$ cat config.mk
export PLATFORM = sky130hd
export DESIGN_NAME = csv_quoted_field_parser_core
export DESIGN_NICKNAME = d
export VERILOG_FILES = /design/src/design/csvq_pkg.sv /design/src/design/csvq_decode.sv /design/src/design/csvq_emit.sv /design/src/design/csv_quoted_field_parser_core.sv
export SDC_FILE = /design/constraint.sdc
export NUM_CORES = 1
export LEC_CHECK = 0
export BUFFER_PORTS_ARGS = -buffer_cell sky130_fd_sc_hd__buf_2
export CAP_MARGIN = 20
export CORE_MARGIN = 5
export CORE_UTILIZATION = 33
export CTS_CLUSTER_DIAMETER = 150
export DETAILED_ROUTE_END_ITERATION = 6
export GPL_ROUTABILITY_DRIVEN = 0
export GPL_TIMING_DRIVEN = 0
export PLACE_DENSITY = 0.63
export SYNTH_ARGS = -nofsm -noshare
export SYNTH_HDL_FRONTEND = slang
export SYNTH_SLANG_ARGS = --single-unit
$ cat constraint.sdc
create_clock -name clk -period 4.3 [get_ports clk]
set_input_delay 0.215 -clock clk [delete_from_list [all_inputs] [get_ports clk]]
set_output_delay 0.215 -clock clk [all_outputs]
set_load 0.03 [all_outputs]
$ cat src/design/csvq_pkg.sv
`timescale 1ns / 1ps
package csvq_pkg;

  localparam logic [7:0] QUOTE_RESET     = 8'd34;
  localparam logic [7:0] SEPARATOR_RESET = 8'd44;

  // register indexes (paddr[2])
  localparam logic REG_QUOTE     = 1'b0;
  localparam logic REG_SEPARATOR = 1'b1;

  typedef enum logic [1:0] {
    MODE_OUT   = 2'd0,  // outside any field
    MODE_IN    = 2'd1,  // inside a quoted field
    MODE_QPEND = 2'd2,  // inside, quote seen, next byte decides
    MODE_SPEND = 2'd3   // outside, separator seen
  } mode_t;

  typedef enum logic [1:0] {
    KIND_BYTE  = 2'd0,
    KIND_END   = 2'd1,
    KIND_EMPTY = 2'd2,
    KIND_LINE  = 2'd3
  } kind_t;

  typedef struct packed {
    logic       dropped;
    logic [7:0] data;
    kind_t      kind;
  } result_t;

  // All results caused by one byte; slot 0 goes out first.
  typedef struct packed {
    result_t [2:0] slot;
    logic    [1:0] cnt;
  } group_t;

endpackage

$ cat src/design/csvq_decode.sv
`timescale 1ns / 1ps
module csvq_decode (
  input  csvq_pkg::mode_t  mode,
  input  logic [7:0]       in_byte,
  input  logic             in_last,
  input  logic [7:0]       quote_byte,
  input  logic [7:0]       separator_byte,
  output csvq_pkg::mode_t  mode_next,
  output csvq_pkg::group_t grp
);
  import csvq_pkg::*;

  logic          q_hit;
  logic          s_hit;
  mode_t         os_mode;   // mode after handling the byte as outside a field
  logic          os_empty;  // outside handling emits an empty field
  mode_t         mode_body; // mode before the line-end override
  result_t [2:0] slots;
  logic    [1:0] n;

  assign q_hit    = (in_byte == quote_byte);
  assign s_hit    = (in_byte == separator_byte);
  assign os_empty = !q_hit && s_hit && in_last;

  always_comb begin
    if (q_hit) begin
      os_mode = MODE_IN;
    end else if (s_hit && !in_last) begin
      os_mode = MODE_SPEND;
    end else begin
      os_mode = MODE_OUT;
    end
  end

  always_comb begin
    case (mode)
      MODE_OUT:   mode_body = os_mode;
      MODE_IN:    mode_body = q_hit ? (in_last ? MODE_OUT : MODE_QPEND) : MODE_IN;
      MODE_QPEND: mode_body = q_hit ? MODE_IN : os_mode;
      MODE_SPEND: mode_body = os_mode;
      default:    mode_body = MODE_OUT;
    endcase
  end

  assign mode_next = in_last ? MODE_OUT : mode_body;

  always_comb begin
    slots = '0;
    n     = 2'd0;
    case (mode)
      MODE_OUT: begin
        if (os_empty) begin
          slots[n] = '{dropped: 1'b0, data: 8'h00, kind: KIND_EMPTY};
          n = n + 2'd1;
        end
      end
      MODE_IN: begin
        if (q_hit) begin
          if (in_last) begin
            slots[n] = '{dropped: 1'b0, data: 8'h00, kind: KIND_END};
            n = n + 2'd1;
          end
        end else begin
          slots[n] = '{dropped: 1'b0, data: in_byte, kind: KIND_BYTE};
          n = n + 2'd1;
        end
      end
      MODE_QPEND: begin
        if (q_hit) begin
          // doubled quote
          slots[n] = '{dropped: 1'b0, data: in_byte, kind: KIND_BYTE};
          n = n + 2'd1;
        end else begin
          slots[n] = '{dropped: 1'b0, data: 8'h00, kind: KIND_END};
          n = n + 2'd1;
          if (os_empty) begin
            slots[n] = '{dropped: 1'b0, data: 8'h00, kind: KIND_EMPTY};
            n = n + 2'd1;
          end
        end
      end
      MODE_SPEND: begin
        if (s_hit) begin
          slots[n] = '{dropped: 1'b0, data: 8'h00, kind: KIND_EMPTY};
          n = n + 2'd1;
        end
        if (os_empty) begin
          slots[n] = '{dropped: 1'b0, data: 8'h00, kind: KIND_EMPTY};
          n = n + 2'd1;
        end
      end
      default: begin
        n = 2'd0;
      end
    endcase
    if (in_last) begin
      slots[n] = '{dropped: (mode_body == MODE_IN), data: 8'h00, kind: KIND_LINE};
      n = n + 2'd1;
    end
  end

  assign grp.slot = slots;
  assign grp.cnt  = n;

endmodule

$ cat src/design/csvq_emit.sv
`timescale 1ns / 1ps
module csvq_emit (
  input  logic             clk,
  input  logic             rst,
  input  logic             grp_valid,
  input  csvq_pkg::group_t grp,
  output logic             grp_ready,
  output logic             m_tvalid,
  input  logic             m_tready,
  output logic [7:0]       m_tdata,
  output logic [2:0]       m_tuser,
  output logic             m_tlast
);
  import csvq_pkg::*;

  result_t [2:0] slot;
  logic    [1:0] cnt;
  logic          take;
  logic          load;

  assign take      = m_tvalid && m_tready;
  assign grp_ready = (cnt == 2'd0) || ((cnt == 2'd1) && m_tready);
  assign load      = grp_valid && grp_ready && (grp.cnt != 2'd0);

  always_ff @(posedge clk) begin
    if (rst) begin
      cnt <= 2'd0;
    end else if (load) begin
      cnt <= grp.cnt;
    end else if (take) begin
      cnt <= cnt - 2'd1;
    end
  end

  always_ff @(posedge clk) begin
    if (load) begin
      slot <= grp.slot;
    end else if (take) begin
      slot[0] <= slot[1];
      slot[1] <= slot[2];
    end
  end

  assign m_tvalid = (cnt != 2'd0);
  assign m_tdata  = slot[0].data;
  assign m_tuser  = {slot[0].dropped, slot[0].kind};
  assign m_tlast  = (cnt == 2'd1);

endmodule

$ cat src/design/csv_quoted_field_parser_core.sv
`timescale 1ns / 1ps
// Channel   Dir  Payload                                  Handshake
// s_*       in   tdata = in_byte, tlast = last_in_line    tvalid/tready
// m_*       out  tdata = out_byte, tuser = {dropped,kind}, tvalid/tready
//                tlast = last_of_run
// APB       in   quote_byte @0x0, separator_byte @0x4     psel/penable, pready=1
//
// One byte is accepted per cycle unless the output stalls; the input register
// holds it while the mode update and its results (zero to three) are formed.
// A byte's results hold the output stage until all have gone out: the result
// buffer drains one result per cycle while m_tready is high, so the sustained
// rate is one byte per cycle when each byte makes at most one result.
// Reset (rst, synchronous) empties both stages, returns the mode to outside
// any field and loads the default quote and separator bytes.
// m_tready low stalls the result buffer, then the input register, then s_tready.
module csv_quoted_field_parser_core (
  input  logic        clk,
  input  logic        rst,
  // stream in
  input  logic        s_tvalid,
  output logic        s_tready,
  input  logic [7:0]  s_tdata,   // [7:0] in_byte
  input  logic        s_tlast,
  // stream out
  output logic        m_tvalid,
  input  logic        m_tready,
  output logic [7:0]  m_tdata,   // [7:0] out_byte
  output logic [2:0]  m_tuser,   // [1:0] kind, [2] dropped_partial
  output logic        m_tlast,
  // register port
  input  logic        psel,
  input  logic        penable,
  input  logic        pwrite,
  input  logic [2:0]  paddr,
  input  logic [31:0] pwdata,
  output logic [31:0] prdata,
  output logic        pready
);
  import csvq_pkg::*;

  logic [7:0] quote_byte;
  logic [7:0] separator_byte;
  logic       cfg_wr;

  // input register
  logic       in_valid;
  logic [7:0] in_byte;
  logic       in_last;
  logic       in_take;

  mode_t      mode;
  mode_t      mode_next;
  group_t     grp;
  logic       grp_ready;

  // ---------------- configuration ----------------
  assign pready = 1'b1;
  assign cfg_wr = psel && penable && pwrite && pready;

  always_ff @(posedge clk) begin
    if (rst) begin
      quote_byte     <= QUOTE_RESET;
      separator_byte <= SEPARATOR_RESET;
    end else if (cfg_wr) begin
      case (paddr[2])
        REG_QUOTE:     quote_byte     <= pwdata[7:0];
        REG_SEPARATOR: separator_byte <= pwdata[7:0];
        default:       quote_byte     <= quote_byte;
      endcase
    end
  end

  always_comb begin
    case (paddr[2])
      REG_QUOTE:     prdata = {24'h0, quote_byte};
      REG_SEPARATOR: prdata = {24'h0, separator_byte};
      default:       prdata = 32'h0;
    endcase
  end

  // ---------------- input stage ----------------
  // A byte with no results leaves at once; otherwise it waits for room
  // in the result buffer.
  assign in_take  = in_valid && ((grp.cnt == 2'd0) || grp_ready);
  assign s_tready = !in_valid || in_take;

  always_ff @(posedge clk) begin
    if (rst) begin
      in_valid <= 1'b0;
    end else if (s_tready) begin
      in_valid <= s_tvalid;
    end
  end

  always_ff @(posedge clk) begin
    if (s_tvalid && s_tready) begin
      in_byte <= s_tdata;
      in_last <= s_tlast;
    end
  end

  // mode only moves when the byte leaves the input register
  always_ff @(posedge clk) begin
    if (rst) begin
      mode <= MODE_OUT;
    end else if (in_take) begin
      mode <= mode_next;
    end
  end

  csvq_decode u_decode (
    .mode           (mode),
    .in_byte        (in_byte),
    .in_last        (in_last),
    .quote_byte     (quote_byte),
    .separator_byte (separator_byte),
    .mode_next      (mode_next),
    .grp            (grp)
  );

  // ---------------- result buffer ----------------
  csvq_emit u_emit (
    .clk       (clk),
    .rst       (rst),
    .grp_valid (in_valid),
    .grp       (grp),
    .grp_ready (grp_ready),
    .m_tvalid  (m_tvalid),
    .m_tready  (m_tready),
    .m_tdata   (m_tdata),
    .m_tuser   (m_tuser),
    .m_tlast   (m_tlast)
  );

endmodule

## Word level (Yosys, flattened, before mapping)

Cells that the tools add are included.

| word-level totals | value |
|---|---|
| output and inout bits | 47 |
| bits of input ports | 51 |
| flip-flop bits (word level) | 63 |
| logic and storage cells | 101 |

| operators by class | value |
|---|---|
| reductions and logical operators | 28 |
| bitwise logic cells | 4 |
| mux-type cells | 39 |
| $add $sub $neg | 3 |
| equality and inequality tests | 7 |
| $lt $le $gt $ge | 4 |

Operators by type and width:

| operator | number |
|---|---|
| 33-bit two-way mux | 2 |
| 32-bit case mux with 2 select lines | 1 |
| 11-bit two-way mux | 5 |
| 11-bit demux with 2-bit select | 2 |
| 22-bit two-way mux | 2 |
| 11-bit case mux with 4 select lines | 1 |
| 33-bit bitwise mux | 1 |
| 10-bit by 30-bit AND with 30-bit output | 1 |
| 2-bit two-way mux | 15 |
| 30-bit inverter | 1 |
| 11-bit case mux with 2 select lines | 1 |
| 10-bit two-way mux | 2 |
| 8-bit equality test | 2 |
| 1-bit logical AND | 13 |
| 2-bit case mux with 4 select lines | 1 |
| 2-bit by 1-bit equality test with 1-bit output, second input constant | 3 |
| 2-bit logical NOT | 3 |
| 2-bit by 3-bit < comparator with 1-bit output, second input constant | 2 |
| 2-bit case mux with 3 select lines | 1 |
| 2-bit nonzero test | 3 |
| 1-bit two-way mux | 5 |
| 2-bit by 1-bit adder with 2-bit output, second input constant | 2 |
| 2-bit equality test, second input constant | 2 |
| 2-bit by 1-bit greater-or-equal comparator with 1-bit output, second input constant | 2 |
| other kinds (7) | 12 |

## Longest topological paths before layout

| depth | value |
|---|---|
| depth in word-level cells | 14 |
| depth in mapped cells | 15 |
| mapped depth without buffers | 13 |

## Modules after synthesis

A second synthesis with hierarchy kept.

| second synthesis, totals | value |
|---|---|
| cell total of the unflattened synthesis | 320 |
| area total of the unflattened synthesis | 3698.5 um^2 |

Modules (own cells, without submodules):

| module | seq. area each (um^2) | cells each | area each (um^2) | instances |
|---|---|---|---|---|
| csvq_emit | 1031.0 | 90 | 1596.5 | 1 |
| csv_quoted_field_parser_core | 650.6 | 120 | 1320.0 | 1 |
| csvq_decode | 0.0 | 110 | 782.0 | 1 |

## Worst setup path before layout

Ideal clock, no wire load.

| timing path | value |
|---|---|
| kind | register to register |
| start | register in_byte[0] |
| end | register u_emit.slot, in the netlist u_emit.m_tdata[0], enable pin |
| library setup time | 0.390 ns |
| clock period less this slack | 3.877 ns |
| stages on the path, launching flop included | 14 |
| path buffers | 1 |
| slack | 0.423 ns |
| data arrival time | 3.487 ns |
| data required time | 3.910 ns |
| cell sequence | edfxtp_1 > xnor2_1 > and4_4 > buf_6 > a211oi_1 > nand2_1 > ha_1 > a211oi_1 > and3_1 > o31ai_1 > ha_1 > nand3_1 > o22ai_4 > o21bai_1 |

| on the way | value |
|---|---|
| cells in the longest elaborated chain, start to end | 12 |
| elaborated cells on any way between the ends | 19 |
| classes of those cells | add/sub (2); eq/ne (2); mux (9); reduce/logical (6) |

Ends and longest elaborated chain:

| what | RTL line | text |
|---|---|---|
| start, declared | csv_quoted_field_parser_core.sv:47 | `logic [7:0] in_byte;` |
| start signal, assigned | csv_quoted_field_parser_core.sv:97 | `in_byte <= s_tdata;` |
| branches (longest 6 deep; another with 2-bit by 1-bit adder with 2-bit output) | n/a |  |
| 2-bit case mux with 4 select lines * | csvq_decode.sv:50 | `case (mode)` |
| 2-bit by 1-bit adder with 2-bit output | csvq_decode.sv:98 | `n = n + 2'd1;` |
| 2-bit two-way mux * | csvq_decode.sv:96 | `if (in_last) begin` |
| 2-bit nonzero test * | csvq_emit.sv:23 | `assign load = grp_valid && grp_ready && (grp.cnt != 2'd0);` |
| 1-bit logical AND * | csvq_emit.sv:23 |  |
| 2-bit nonzero test (no line) * | n/a |  |
| end signal, assigned | csvq_emit.sv:37 | `slot <= grp.slot;` |
| end, declared | csvq_emit.sv:16 | `result_t [2:0] slot;` |

Mark *: on every way between the ends. The select of a mux whose other input is x is not followed.
A chain may end at the register's enable or synchronous reset.

## Worst setup path after layout

| timing path | value |
|---|---|
| start | register in_byte[0] |
| end | output port s_tready |

| on the way | value |
|---|---|
| cells in the longest elaborated chain, start to end | 13 |
| elaborated cells on any way between the ends | 20 |
| classes of those cells | add/sub (2); eq/ne (2); mux (9); reduce/logical (7) |

Ends and longest elaborated chain:

| what | RTL line | text |
|---|---|---|
| branches (longest 6 deep; another with 2-bit by 1-bit adder with 2-bit output) | n/a |  |
| 2-bit case mux with 4 select lines * | csvq_decode.sv:50 |  |
| 2-bit by 1-bit adder with 2-bit output | csvq_decode.sv:98 |  |
| 2-bit two-way mux * | csvq_decode.sv:96 |  |
| 2-bit logical NOT * | csv_quoted_field_parser_core.sv:84 | `assign in_take = in_valid && ((grp.cnt == 2'd0) \|\| grp_ready);` |
| 1-bit logical OR * | csv_quoted_field_parser_core.sv:84 |  |
| 1-bit logical AND * | csv_quoted_field_parser_core.sv:84 |  |
| 1-bit logical OR * | csv_quoted_field_parser_core.sv:85 | `assign s_tready = !in_valid \|\| in_take;` |
| end, declared | csv_quoted_field_parser_core.sv:21 | `output logic s_tready,` |

Marked as above.

==> out/metrics.csv <==
stage,metric,value,unit
clock_tree,clk_pin_slew,0.09,ns
power_and_ir_drop,swShare,31.10,%
power_and_ir_drop,comb_power_share,25.4,%
setup_path,cp_slowest_cell,edfxtp_1,
logic_synthesis,muxShareOfSynthArea,8.262,%
clock_tree,cts_sinks,46,
setup_path,required,4.09,ns
layout,drive_above_1_share,32.31,%
timing,final-setup-viol-count,0,
timing,rsz0062_at_grt,false,
place,place_inst,453,
setup_path,start_kind,flip-flop,
layout,diodes,0,
logic_synthesis,yosys_register_bits,46,
floorplanning,core_area,8217,µm²
logic_synthesis,synth_edf_count,25,
logic_synthesis,synth_cells,279,
grt,antenna_found_initial,0,
place,place_area,3237,µm²
power_and_ir_drop,irDropWorstVdd,0.0001097,V
timing,fin_tns_setup,0,ns
floorplanning,die-area,10380,µm²
logic_synthesis,synth_simple_gate_area_share,15.67,%
layout,final_cells,464,
power_and_ir_drop,internal_power,744.7,µW
layout,layout_common_cells,"46 x buf_2, 40 x buf_4, 28 x nand2_1",
timing,fin_crit,4.019,ns
setup_path,path_class,flip-flop to output pin,
floorplanning,top_level_ports,98,
logic_synthesis,synthFlopType,edfxtp_1,
timing,slew_viol_final,0,
logic_synthesis,avgSynthCellArea,9.987,µm²
power_and_ir_drop,p_total,1.081,mW
layout,layout.nets,419,
setup_path,end_kind,output pin,
place,portBuffers,45,
drt,dr.first_iter.drc_count,110,
timing,worstMarginPinSlew,0.9318,ns
grt,grt_usage,11.84,%
drt,num_vias,2115,
drt,drc,0,
grt,grt_pass1_wl,9687,µm
layout,area_growth_syn_to_layout,21.46,%
logic_synthesis,synth_fa_ha_area_share,4.490,%
logic_synthesis,yosysSeqAreaShare,42.03,%
clock_tree,root_buffer,clkbuf_8,
logic_synthesis,syn_area,2786,µm²
timing,hold_viol,0,
power_and_ir_drop,p_per_area,319.3,nW/µm²
min_path,hold_class,primary input to flip-flop,
grt,grt_pass1_vias,2046,
run_status,status,finished clean,
power_and_ir_drop,switching_power,336.1,µW
floorplanning,die_h,101.9,µm
floorplanning,die_w,101.9,µm
drt,wl_per_cell,12.87,µm
place,hpwl,4689,µm
floorplanning,rows,33,
clock_tree,clockBufferDepth,2,
logic_synthesis,synth_top_family_by_area,simple AND/OR/NAND/NOR gates,
grt,grt-ovfl-total,0,
layout,final_common_cell,buf_2,
logic_synthesis,synth.distinct_cells,47,
layout,final_cell_area,3385,µm²
drt,wl,5973,µm
clock_tree,htree_levels,2,
job,maxCapViolCount,0,
clock_tree,clk_latency,0.30,ns
setup_path,cp_max_fo,8,
clock_tree,tritoncts,done,
timing,maxSlewHeadroom,37.65,%
timing,post-route-period-util,93.47,%
logic_synthesis,synth-compound-area-share,10.87,%
logic_synthesis,synthXorXnorAreaFrac,5.029,%
logic_synthesis,yosysWarnings,0,
clock_tree,cts.hold.buffers_added,0,
drt,first_pass_iters,4,
power_and_ir_drop,pwr-share-clk,25.8,%
power_and_ir_drop,leakage,1.422,nW
power_and_ir_drop,seq_power_share,48.8,%
grt,grt_start_max_net_pins,15,
drt,avgViaCountPerCell,4.558,
setup_path,cp.arrival,3.80,ns
setup_path,worst-path-buf-inv,2,
logic_synthesis,ys_async_sr_fraction,0,%
timing,holdWs,0.07839,ns
timing,max_freq,248.8,MHz
setup_path,max_stage_delay,0.46,ns
timing,skew,0.008200,ns
setup_path,path_cells,xnor2_1 -> and4_4 -> buf_6 -> a211oi_4 -> nand2_1 -> ha_4 -> a211oi_2 -> and3_1 -> o31ai_1 -> ha_1 -> nand3_1 -> o22ai_4 -> or3_1 -> buf_2,
floorplanning,start_util,33.91,%
setup_path,path_delay_family,simple AND/OR/NAND/NOR gates,
drt,ant_nets,0,
clock_tree,numCtsBuffers,5,
-- layer usage --
| metal | vias to the layer above | part of all wire [%] | wire (µm) | track usage, % |
|---|---|---|---|---|
| li1 | 1071 | - | - | - |
| met1 | 968 | 46 | 2763 | 15.70 |
| met2 | 70 | 45 | 2702 | 19.52 |
| met3 | 6 | 7.0 | 418 | 2.116 |
| met4 | 0 | 1.5 | 89 | 4.137 |
| met5 | - | 0 | 0 | 0 |
-- metrics by stage --
| stage | worst slack (ns) | util, % |
|---|---|---|
| after global routing | 0.01263 | 41.19 |
| after detailed placement | -0.007445 | 39.39 |
| final | 0.2809 | 41.19 |
| after global placement | -0.2431 | 39.30 |
| after floorplan | 0.4231 | - |
| after CTS | 0.1310 | 40.61 |
-- cell usage after synthesis, types with 2 or more instances --
library cell | count | area, µm²
a211oi_1 | 4 | 30.03
a21o_1 | 3 | 22.52
a21oi_1 | 11 | 55.05
and2_1 | 10 | 62.56
buf_4 | 36 | 270.3
buf_6 | 2 | 22.52
clkbuf_1 | 6 | 22.52
conb_1 | 2 | 7.510
dfxtp_1 | 21 | 420.4
edfxtp_1 | 25 | 750.7
ha_1 | 10 | 125.1
inv_1 | 14 | 52.55
mux2_2 | 8 | 90.09
mux2_4 | 2 | 30.03
mux2i_1 | 11 | 110.1
nand2_1 | 28 | 105.1
nand3_1 | 9 | 45.04
nand4_1 | 6 | 37.54
nor2_1 | 15 | 56.30
nor2b_1 | 3 | 18.77
nor4_1 | 2 | 12.51
o21a_1 | 2 | 15.01
o21ai_0 | 5 | 25.02
o21ai_1 | 2 | 10.01
o31ai_1 | 2 | 15.01
or3_1 | 3 | 18.77
or4_1 | 2 | 15.01
xnor2_1 | 16 | 140.1
-- cell type report --
| cell class | instances | area [µm²] |
|---|---|---|
| fill | 827 | 4832 |
| multi-input combinational | 197 | 1360 |
| sequential | 46 | 1171 |
| buffer | 45 | 320.3 |
| timing repair buffer | 49 | 255.2 |
| tap | 105 | 131.4 |
| clock buffer | 6 | 82.58 |
| inverter | 14 | 52.55 |
| clock inverter | 2 | 11.26 |
-- what timing repair did --
| item | CTS | global route |
|---|---|---|
| setup endpoints to repair | 10 | 22 |
| buffers inserted | 0 | 3 |
| gates resized for setup | 2 | 3 |
| pin swaps | 0 | 2 |
-- power groups by stage --
stage	Clock (mW)	Combinational (mW)	Sequential (mW)
floorplan	0	0.215	0.532
global placement	0	0.268	0.538
detailed placement	0	0.273	0.538
CTS	0.287	0.274	0.528
global route	0.306	0.298	0.532
finish	0.279	0.275	0.528
-- registers in the layout, indices dropped and copies added, names as in the netlist --
signal	cells
in_byte	8
in_valid	1
u_emit.m_tuser	3
in_last	1
separator_byte	8
u_emit.cnt	2
mode	2
quote_byte	8
u_emit.m_tdata	8
u_emit.slot	5
-- kinds of logic (layout without fill, tap and decap cells) --
family	Yosys count	after routing
AO/OA/AOI/OAI	40	40
XOR/XNOR	16	16
adder cells (fa/ha/maj)	10	10
buffers and inverters	59	116
flip-flops	46	46
multiplexers	21	21
other	2	25
AND/OR/NAND/NOR	85	85
-- final timing paths --
check | start | to | slack, ns | cells after the start
setup / recovery | in_byte[0]$_DFFE_PP_ | s_tready | 0.28 | 14
hold / removal | s_tlast | in_last$_DFFE_PP_ | 0.08 | 1
setup reg to reg | in_byte[0]$_DFFE_PP_ | u_emit.cnt[0]$_SDFFE_PP0P_ | 0.40 | 14
hold reg to reg | separator_byte[7]$_SDFFE_PP0P_ | separator_byte[7]$_SDFFE_PP0P_ | 0.49 | 2
Power figures use the tool's default switching activity.
